**src/hw/rtl/dst_pkg.sv**
```systemverilog
// ----------------------------------------------------------------------------
// dst_pkg
// shared widths, codes and controller/datapath interface types for the
// square-wave tone generator with pitch glide
// ----------------------------------------------------------------------------
package dst_pkg;

  localparam int unsigned OP_W      = 2;
  localparam int unsigned MS_W      = 16;
  localparam int unsigned CNT_W     = 10;
  localparam int unsigned SAMPLE_W  = 16;
  localparam int unsigned INC_W     = 32;
  localparam int unsigned AMP_W     = 15;
  localparam int unsigned CFG_IDX_W = 3;
  localparam int unsigned CFG_W     = 32;

  // samples held back in one block, upper bound for a rewind
  localparam int unsigned BLOCK_SAMPLES = 512;

  localparam logic [AMP_W-1:0] AMP_RESET = AMP_W'(16000);

  // glide product: span magnitude times elapsed milliseconds
  localparam int unsigned PROD_W    = INC_W + MS_W;
  // restoring divider, one quotient bit a cycle
  localparam int unsigned DIV_STEPS = PROD_W;
  localparam int unsigned DIV_CNT_W = $clog2(DIV_STEPS);

  typedef enum logic [OP_W-1:0] {
    OP_SAMPLE  = 2'd0,
    OP_REWIND  = 2'd1,
    OP_RESTART = 2'd2,
    OP_NOP     = 2'd3
  } op_e;

  typedef enum logic [CFG_IDX_W-1:0] {
    CFG_START_INC = 3'd0,
    CFG_END_INC   = 3'd1,
    CFG_DURATION  = 3'd2,
    CFG_GLIDE_EN  = 3'd3,
    CFG_AMPLITUDE = 3'd4
  } cfg_idx_e;

  typedef struct packed {
    logic capture;     // latch the request and derived operands
    logic mul;         // load the product register
    logic div_step;    // one divider iteration
    logic inc_update;  // store the new increment
    logic commit;      // update phase, write the output register
  } dst_cmd_t;

  typedef struct packed {
    op_e  op;
    logic need_div;
  } dst_status_t;

endpackage

```
**src/hw/rtl/dst_ctrl.sv**
```systemverilog
// ----------------------------------------------------------------------------
// dst_ctrl
// sequencer for one request at a time, owns the output valid flag
// ----------------------------------------------------------------------------
module dst_ctrl (
  input  logic               clk_i,
  input  logic               rst_ni,
  input  logic               in_valid_i,
  output logic               in_ready_o,
  output logic               out_valid_o,
  input  logic               out_ready_i,
  input  dst_pkg::dst_status_t status_i,
  output dst_pkg::dst_cmd_t  cmd_o
);
  import dst_pkg::*;

  typedef enum logic [2:0] {
    S_IDLE,
    S_EVAL,
    S_DIV,
    S_INC,
    S_FIN
  } state_e;

  state_e               state_q;
  logic                 out_valid_q;
  logic [DIV_CNT_W-1:0] div_cnt_q;
  logic                 slot_free;
  logic                 div_last;

  assign slot_free = !out_valid_q || out_ready_i;
  assign div_last  = (div_cnt_q == DIV_CNT_W'(DIV_STEPS - 1));

  assign in_ready_o  = (state_q == S_IDLE);
  assign out_valid_o = out_valid_q;

  always_comb begin
    cmd_o            = '0;
    cmd_o.capture    = (state_q == S_IDLE) && in_valid_i;
    cmd_o.mul        = (state_q == S_EVAL);
    cmd_o.div_step   = (state_q == S_DIV);
    cmd_o.inc_update = (state_q == S_INC);
    cmd_o.commit     = (state_q == S_FIN) && slot_free;
  end

  always_ff @(posedge clk_i or negedge rst_ni) begin
    if (!rst_ni) begin
      state_q     <= S_IDLE;
      out_valid_q <= 1'b0;
      div_cnt_q   <= '0;
    end else begin
      if (cmd_o.commit) begin
        out_valid_q <= 1'b1;
      end else if (out_ready_i) begin
        out_valid_q <= 1'b0;
      end
      case (state_q)
        S_IDLE: begin
          if (in_valid_i) begin
            state_q <= S_EVAL;
          end
        end
        S_EVAL: begin
          div_cnt_q <= '0;
          if (status_i.op == OP_SAMPLE) begin
            state_q <= status_i.need_div ? S_DIV : S_INC;
          end else begin
            state_q <= S_FIN;
          end
        end
        S_DIV: begin
          div_cnt_q <= div_cnt_q + DIV_CNT_W'(1);
          if (div_last) begin
            state_q <= S_INC;
          end
        end
        S_INC: begin
          state_q <= S_FIN;
        end
        S_FIN: begin
          if (slot_free) begin
            state_q <= S_IDLE;
          end
        end
        default: begin
          state_q <= S_IDLE;
        end
      endcase
    end
  end

endmodule

```
**src/hw/rtl/dst_dp.sv**
```systemverilog
// ----------------------------------------------------------------------------
// dst_dp
// configuration registers, phase and increment state, multiplier, serial
// divider and output payload register
// ----------------------------------------------------------------------------
module dst_dp (
  input  logic                            clk_i,
  input  logic                            rst_ni,
  input  logic                            cfg_we_i,
  input  logic [dst_pkg::CFG_IDX_W-1:0]   cfg_index_i,
  input  logic [dst_pkg::CFG_W-1:0]       cfg_data_i,
  input  logic [dst_pkg::OP_W-1:0]        opcode_i,
  input  logic [dst_pkg::MS_W-1:0]        elapsed_ms_i,
  input  logic [dst_pkg::CNT_W-1:0]       rewind_count_i,
  input  dst_pkg::dst_cmd_t               cmd_i,
  output dst_pkg::dst_status_t            status_o,
  output logic signed [dst_pkg::SAMPLE_W-1:0] sample_o,
  output logic                            sample_valid_o
);
  import dst_pkg::*;

  // configuration
  logic [INC_W-1:0] start_inc_q;
  logic [INC_W-1:0] end_inc_q;
  logic [MS_W-1:0]  dur_q;
  logic             glide_q;
  logic [AMP_W-1:0] amp_q;

  // state
  logic [INC_W-1:0] phase_q;
  logic [INC_W-1:0] cur_inc_q;

  // request operands
  op_e              op_q;
  logic [MS_W-1:0]  elapsed_q;
  logic [CNT_W-1:0] count_sat_q;
  logic             need_div_q;
  logic [INC_W-1:0] span_mag_q;
  logic             span_neg_q;

  // product / dividend-quotient shift register and remainder
  logic [PROD_W-1:0] prod_q;
  logic [MS_W-1:0]   rem_q;

  logic [SAMPLE_W-1:0]  sample_q;
  logic                 sample_valid_q;

  logic [CNT_W-1:0]       count_sat;
  logic                   span_neg;
  logic [PROD_W-1:0]      glide_full;
  logic [INC_W+CNT_W-1:0] rew_full;
  logic [MS_W:0]          rem_shift;
  logic                   rem_ge;
  logic [INC_W-1:0]       quot;
  logic [INC_W-1:0]       part;
  logic [INC_W-1:0]       inc_new;
  logic [INC_W-1:0]       phase_adv;
  logic [SAMPLE_W-1:0]    amp_ext;
  logic [SAMPLE_W-1:0]    level;

  assign count_sat = (32'(rewind_count_i) > 32'(BLOCK_SAMPLES)) ?
                     CNT_W'(BLOCK_SAMPLES) : rewind_count_i;
  assign span_neg  = (end_inc_q < start_inc_q);

  assign glide_full = span_mag_q * elapsed_q;
  assign rew_full   = count_sat_q * cur_inc_q;

  // restoring division step
  assign rem_shift = {rem_q, prod_q[PROD_W-1]};
  assign rem_ge    = (rem_shift >= {1'b0, dur_q});

  // quotient is below the span magnitude, so 32 bits hold it
  assign quot = prod_q[INC_W-1:0];
  assign part = span_neg_q ? (INC_W'(0) - quot) : quot;

  always_comb begin
    if (!glide_q) begin
      inc_new = start_inc_q;
    end else if (need_div_q) begin
      inc_new = start_inc_q + part;
    end else begin
      inc_new = end_inc_q;
    end
  end

  assign phase_adv = phase_q + cur_inc_q;
  assign amp_ext   = {1'b0, amp_q};
  assign level     = phase_adv[INC_W-1] ? amp_ext : (SAMPLE_W'(0) - amp_ext);

  assign status_o.op       = op_q;
  assign status_o.need_div = need_div_q;

  assign sample_o       = sample_q;
  assign sample_valid_o = sample_valid_q;

  always_ff @(posedge clk_i or negedge rst_ni) begin
    if (!rst_ni) begin
      start_inc_q <= '0;
      end_inc_q   <= '0;
      dur_q       <= '0;
      glide_q     <= 1'b0;
      amp_q       <= AMP_RESET;
      phase_q     <= '0;
      cur_inc_q   <= '0;
    end else begin
      if (cfg_we_i) begin
        case (cfg_idx_e'(cfg_index_i))
          CFG_START_INC: start_inc_q <= cfg_data_i[INC_W-1:0];
          CFG_END_INC:   end_inc_q   <= cfg_data_i[INC_W-1:0];
          CFG_DURATION:  dur_q       <= cfg_data_i[MS_W-1:0];
          CFG_GLIDE_EN:  glide_q     <= cfg_data_i[0];
          CFG_AMPLITUDE: amp_q       <= cfg_data_i[AMP_W-1:0];
          default: ;
        endcase
      end
      if (cmd_i.inc_update) begin
        cur_inc_q <= inc_new;
      end
      if (cmd_i.commit) begin
        case (op_q)
          OP_SAMPLE:  phase_q <= phase_adv;
          OP_REWIND:  phase_q <= phase_q - prod_q[INC_W-1:0];
          OP_RESTART: phase_q <= '0;
          default: ;
        endcase
      end
    end
  end

  // operands and payload, no reset needed
  always_ff @(posedge clk_i) begin
    if (cmd_i.capture) begin
      op_q        <= op_e'(opcode_i);
      elapsed_q   <= elapsed_ms_i;
      count_sat_q <= count_sat;
      need_div_q  <= (op_e'(opcode_i) == OP_SAMPLE) && glide_q && (elapsed_ms_i < dur_q);
      span_neg_q  <= span_neg;
      span_mag_q  <= span_neg ? (start_inc_q - end_inc_q) : (end_inc_q - start_inc_q);
    end
    if (cmd_i.mul) begin
      rem_q <= '0;
      if (op_q == OP_SAMPLE) begin
        prod_q <= glide_full;
      end else begin
        prod_q <= PROD_W'(rew_full[INC_W-1:0]);
      end
    end else if (cmd_i.div_step) begin
      rem_q  <= rem_ge ? MS_W'(rem_shift - {1'b0, dur_q}) : rem_shift[MS_W-1:0];
      prod_q <= {prod_q[PROD_W-2:0], rem_ge};
    end
    if (cmd_i.commit) begin
      sample_valid_q <= (op_q == OP_SAMPLE);
      sample_q       <= (op_q == OP_SAMPLE) ? level : '0;
    end
  end

endmodule

```
**src/hw/rtl/dds_square_tone_with_glide.sv**
```systemverilog
// ----------------------------------------------------------------------------
// dds_square_tone_with_glide
// 32-bit phase-accumulator square-wave tone generator with linear pitch glide
// ----------------------------------------------------------------------------
// usage
//   request channel (in_valid_i / in_ready_o): opcode, elapsed ms, rewind count
//   result channel (out_valid_o / out_ready_i): one result per request,
//     sample and sample_valid; non-sample requests return zero, valid low
//   config: plain write port, registers taken on any edge with cfg_we_i high;
//     write only while no request is in flight, not enforced by the block
// sequence, accept to result valid
//   sample with glide in progress: evaluate, divider, increment, commit
//   other samples skip the divider; rewind/restart/no-op: evaluate, commit
// request flow
//   one request in flight; the next transfer is taken the cycle after the
//   result is written
// reset
//   phase and increment clear, config returns to defaults (amplitude 16000)
// stall
//   a finished result waits in the output register; the next request is
//   accepted meanwhile and works up to its commit, where it holds until the
//   register is taken
// ----------------------------------------------------------------------------
module dds_square_tone_with_glide (
  input  logic                            clk_i,
  input  logic                            rst_ni,
  // configuration
  input  logic                            cfg_we_i,
  input  logic [dst_pkg::CFG_IDX_W-1:0]   cfg_index_i,
  input  logic [dst_pkg::CFG_W-1:0]       cfg_data_i,
  // request
  input  logic                            in_valid_i,
  output logic                            in_ready_o,
  input  logic [dst_pkg::OP_W-1:0]        opcode_i,
  input  logic [dst_pkg::MS_W-1:0]        elapsed_ms_i,
  input  logic [dst_pkg::CNT_W-1:0]       rewind_count_i,
  // result
  output logic                            out_valid_o,
  input  logic                            out_ready_i,
  output logic signed [dst_pkg::SAMPLE_W-1:0] sample_o,
  output logic                            sample_valid_o
);
  import dst_pkg::*;

  // command and status between sequencer and datapath
  dst_cmd_t    cmd;
  dst_status_t status;

  dst_ctrl u_ctrl (
    .clk_i       (clk_i),
    .rst_ni      (rst_ni),
    .in_valid_i  (in_valid_i),
    .in_ready_o  (in_ready_o),
    .out_valid_o (out_valid_o),
    .out_ready_i (out_ready_i),
    .status_i    (status),
    .cmd_o       (cmd)
  );

  // datapath: glide product, divider, phase update, output payload
  dst_dp u_dp (
    .clk_i          (clk_i),
    .rst_ni         (rst_ni),
    .cfg_we_i       (cfg_we_i),
    .cfg_index_i    (cfg_index_i),
    .cfg_data_i     (cfg_data_i),
    .opcode_i       (opcode_i),
    .elapsed_ms_i   (elapsed_ms_i),
    .rewind_count_i (rewind_count_i),
    .cmd_i          (cmd),
    .status_o       (status),
    .sample_o       (sample_o),
    .sample_valid_o (sample_valid_o)
  );

endmodule

```
**config.mk**
```make
export PLATFORM = sky130hd
export DESIGN_NAME = dds_square_tone_with_glide
export DESIGN_NICKNAME = d
export VERILOG_FILES = /design/src/hw/rtl/dst_pkg.sv /design/src/hw/rtl/dst_ctrl.sv /design/src/hw/rtl/dst_dp.sv /design/src/hw/rtl/dds_square_tone_with_glide.sv
export SDC_FILE = /design/constraint.sdc
export NUM_CORES = 2
export LEC_CHECK = 0
export BUFFER_PORTS_ARGS = -buffer_cell sky130_fd_sc_hd__buf_4
export CELL_PAD_IN_SITES_DETAIL_PLACEMENT = 1
export CELL_PAD_IN_SITES_GLOBAL_PLACEMENT = 1
export CORE_UTILIZATION = 55
export CTS_CLUSTER_SIZE = 16
export DETAILED_ROUTE_END_ITERATION = 12
export PLACE_DENSITY_LB_ADDON = 0.2
export SLEW_MARGIN = 0
export SYNTH_ARGS = -nofsm -noshare
export SYNTH_HDL_FRONTEND = slang
export SYNTH_SLANG_ARGS = --single-unit
```
**constraint.sdc**
```tcl
create_clock -name clk_i -period 12.7 [get_ports clk_i]
set_clock_uncertainty 0.1 [all_clocks]
set_input_delay 2.54 -clock clk_i [delete_from_list [all_inputs] [get_ports clk_i]]
set_output_delay 2.54 -clock clk_i [all_outputs]
set_load 0.005 [all_outputs]
```
==> results.md <==
- Netlist cell types: 94
- Routed wire length: 154,000 microns
- Final net count: 6,236
- DRT iter0 DRCs: 2,635
- EDFF count, synth: 127
- Crit-path cells: nand2_1 -> fa_1 -> inv_1 -> fa_1 -> inv_1 -> fa_1 -> inv_1 -> fa_1 -> fa_1 -> inv_1 -> fa_1 -> inv_1 -> ha_1 -> and3_1 -> a221oi_1 -> o21ai_0 -> a21oi_1 -> o21ai_0 -> a221oi_1 -> o21ai_0 -> a311oi_1 -> mux2i_1 -> nand2_1
- F_max: 122 MHz
- Hpwl dp: 119,000 microns
- Syn_nets: 6,327
- I/O Buffers: 86
- Final Max Tran Viols: 0
- FFs w/ async S/R, synth: 54.3%
- Vias in the first global route: 42,735
- Grt ovf: 0
- Hold worst-path end: u_dp.rem_q[15]
- Clk slew on worst S/H paths: 0.06 ns
- Layout cells sized above 1: 5.08%
- Mapped cell area: 46,400 sq um
- Max Cap Viol: 0
- Fill cell count: 9,764
- Clk Latency, worst-skew pair: 0.59 ns
- Routed WL per cell: 24.4 microns
- Worst setup path startpoint: u_dp.span_mag_q[5]
- Met2 usage: 61.2%
- Post-CTS setup buffer count: 0
- Hold Startpoint: u_dp.rem_q[15]
- HP Class: flop to flop
- Die X: 292 microns
- Worst reg2reg path depth: 23
- Clock net sink count: 313
- DR pass1 iterations: 5
- CTS-repair resized insts: 0
- Rel. slew slack: 16.2%
- CP Capture Type: flop
- Synth cell count leaders: 772 x inv_1, 766 x nand2_1, 622 x fa_1
- Antenna viol nets, final: 0
- GRT Total Usage: 36.7%
- Hold Path Depth: 1
- Die Area: 85,600 sq um
- Die Y: 292 microns
- CP max stage cell: edfxtp_1
- Initial antenna violation count: 7
- Top post-synthesis cells by area: fa_1 27%, ha_1 9.7%, dfrtp_1 8.8%
- Worst-path maximum fanout: 16
- CP Buf/Inv Count: 5
- Routing usage on met1: 47.9%
- Busiest grt layer: met2
- Core Area: 83,600 sq um
- CTS buffer count: 38
- CP peak stage delay: 0.82 ns
- I/O Pins: 87
- Final Hold Fails: 0
- Post-Synthesis Cells: 5,278
- Syn-to-layout area delta: 5.63%
- Hold buffer count at CTS: 0
- Pre-CTS setup slack: 4.65 ns
- Initial core utilization: 55.5%
- Top-count cell post-synth: inv_1
- Row Count: 106
- Largest net degree at the start of global routing: 73
- Root Driver: clkbuf_16
- Longest Clk Path Bufs: 3
- Yosys warnings: 0
- Worst EP required: 12.93 ns
- Min cycle time layout: 8.22 ns
- TNS Setup: 0 ns
- Synthesized flop and latch total: 313
- Global-route wire length before repair: 243,000 microns
- Unrepaired setup endpoints after global routing: false
- Vias per inst: 6.18
- Met3 Usage GRT: 4.96%
- Final worst slack: 4.48 ns
- H-Tree Depth: 2
- Top cell type's share of synthesized area: 26.8%
- Placer Congestion: 0.918
- TritonCTS clock tree: built
- Setup Crit Path Kind: flop to flop
- Crit. path cell count: 23
- Least-Margin Pin Slew: 1.25 ns
- Final setup violating endpoints: 0
- Seq/Total Area, Yosys: 18.1%
- Syn avg cell area: 8.79 sq um
- Leading register cell type out of synthesis: dfrtp_1
- RR Startpoint: u_dp.span_mag_q[5]
- Part of the cycle the worst path needs: 64.7%
- FF-to-FF setup slack: 4.48 ns
- DRC violations left: 0
- Critical path's most frequent cell: fa_1
- Crit start category: flop
- Vias: 38,893
- Reg-to-reg endpoint: u_dp.prod_q[46]
- Largest area contributor in the netlist: fa_1
- Status: complete, no violations
- Critical Path AT: 8.45 ns
- CP top delay family: adder cells
metrics by stage:
| stage | cell area (sq um) | hold WS [ns] | std cells | utilization [%] |
|---|---|---|---|---|
| 4_1_cts | 49000 | 0.377 | 6296 | 58.7 |
| 2_1_floorplan | 46400 | 0.343 | 5278 | - |
| 5_1_grt | 49000 | 0.403 | 6297 | 58.7 |
| 3_3_place_gp | 47800 | 0.356 | 6227 | 57.2 |
| 3_5_place_dp | 47800 | 0.362 | 6227 | 57.2 |
| 6_report | 49000 | 0.375 | 6298 | 58.7 |
layout make-up:
type	instances	area [sq um]	share of cell area (%)
Multi-Input combinational cell	3933	34100	69.7
Sequential cell	313	8400	17.1
Inverter	773	2900	5.92
Tap cell	1080	1350	2.76
Clock buffer	51	1010	2.06
Timing Repair Buffer	128	965	1.97
Clock inverter	18	248	0.505
Antenna cell	2	5.00	0.0102
state kept, by name, indices dropped and copies added, names as in the netlist:
| name | count |
|---|---|
| u_dp.amp_q | 15 |
| u_dp.phase_q | 32 |
| u_ctrl.out_valid_o | 1 |
| u_dp.sample_valid_o | 1 |
| u_ctrl.state_q | 3 |
| u_dp.start_inc_q | 32 |
| u_dp.count_sat_q | 10 |
| u_dp.cur_inc_q | 32 |
| u_dp.glide_q | 1 |
| u_dp.span_neg_q | 1 |
| u_dp.op_q | 2 |
| u_dp.sample_o | 16 |
| u_dp.need_div_q | 1 |
| u_dp.span_mag_q | 32 |
| u_dp.dur_q | 16 |
| u_dp.elapsed_q | 16 |
| u_dp.end_inc_q | 32 |
| u_dp.rem_q | 16 |
| u_ctrl.div_cnt_q | 6 |
| u_dp.prod_q | 48 |
kinds of logic (layout without fill, tap and decap cells):
family / count (synthesis) / count (layout) / synth area share, %
AND/OR/NAND/NOR: 1588 / 1588 / 16.2
AO/OA/AOI/OAI: 1056 / 1056 / 14.7
other: 0 / 2 / 0
flip-flops: 313 / 313 / 18.1
XOR/XNOR: 243 / 243 / 4.59
multiplexers: 65 / 65 / 1.46
adder cells (fa/ha/maj): 981 / 981 / 36.5
buffers and inverters: 1032 / 970 / 8.47
how the worst max path moves through the flow:
stage | endpoint | slack, ns
after floorplan | u_dp.prod_q[41] | 5.98
after global placement | u_dp.prod_q[46] | 4.88
after detailed placement | u_dp.prod_q[46] | 4.65
after CTS | u_dp.prod_q[46] | 4.57
after global routing | u_dp.prod_q[46] | 4.26
final | u_dp.prod_q[46] | 4.48
cells in the final DEF, fill, tap and decap left out, types with 9 or more instances in the layout:
master / synthesis / layout
o221ai_1: 25 / 25
inv_1: 772 / 771
fa_1: 622 / 622
o21a_1: 51 / 51
a21o_1: 140 / 140
a31o_2: 9 / 9
a211oi_1: 43 / 43
nor3b_1: 9 / 9
a31oi_1: 29 / 29
or2_2: 11 / 11
and2_1: 329 / 328
dfxtp_1: 16 / 16
nor2_1: 182 / 181
nand2b_1: 31 / 30
o21bai_1: 21 / 21
buf_4: 0 / 127
mux2_2: 20 / 20
nand2_1: 766 / 766
edfxtp_1: 127 / 127
or3_1: 21 / 21
nor2b_1: 42 / 41
mux2i_1: 45 / 45
nand4_1: 33 / 33
and3_1: 17 / 17
xor2_1: 92 / 92
nor3_1: 56 / 55
a221oi_1: 10 / 10
o31ai_1: 30 / 30
a21oi_1: 218 / 218
clkbuf_1: 230 / 12
ha_1: 359 / 358
o211ai_1: 43 / 43
xnor2_1: 151 / 150
o21ai_0: 325 / 325
dfrtp_1: 164 / 163
clkbuf_16: 0 / 38
nand3_1: 55 / 55
nor4_1: 9 / 9
routing by layer:
layer / wire (microns) / vias up / part of all wire (%)
met5: 9 / - / 0.0059
met4: 7080 / 2 / 4.6
met3: 9970 / 406 / 6.5
met2: 73900 / 1404 / 48
met1: 62600 / 20059 / 41
li1: - / 17022 / -
Power is left out: the tool's default activity adds up to more than one toggle a clock period on the data nets, which glitch-free logic cannot reach.
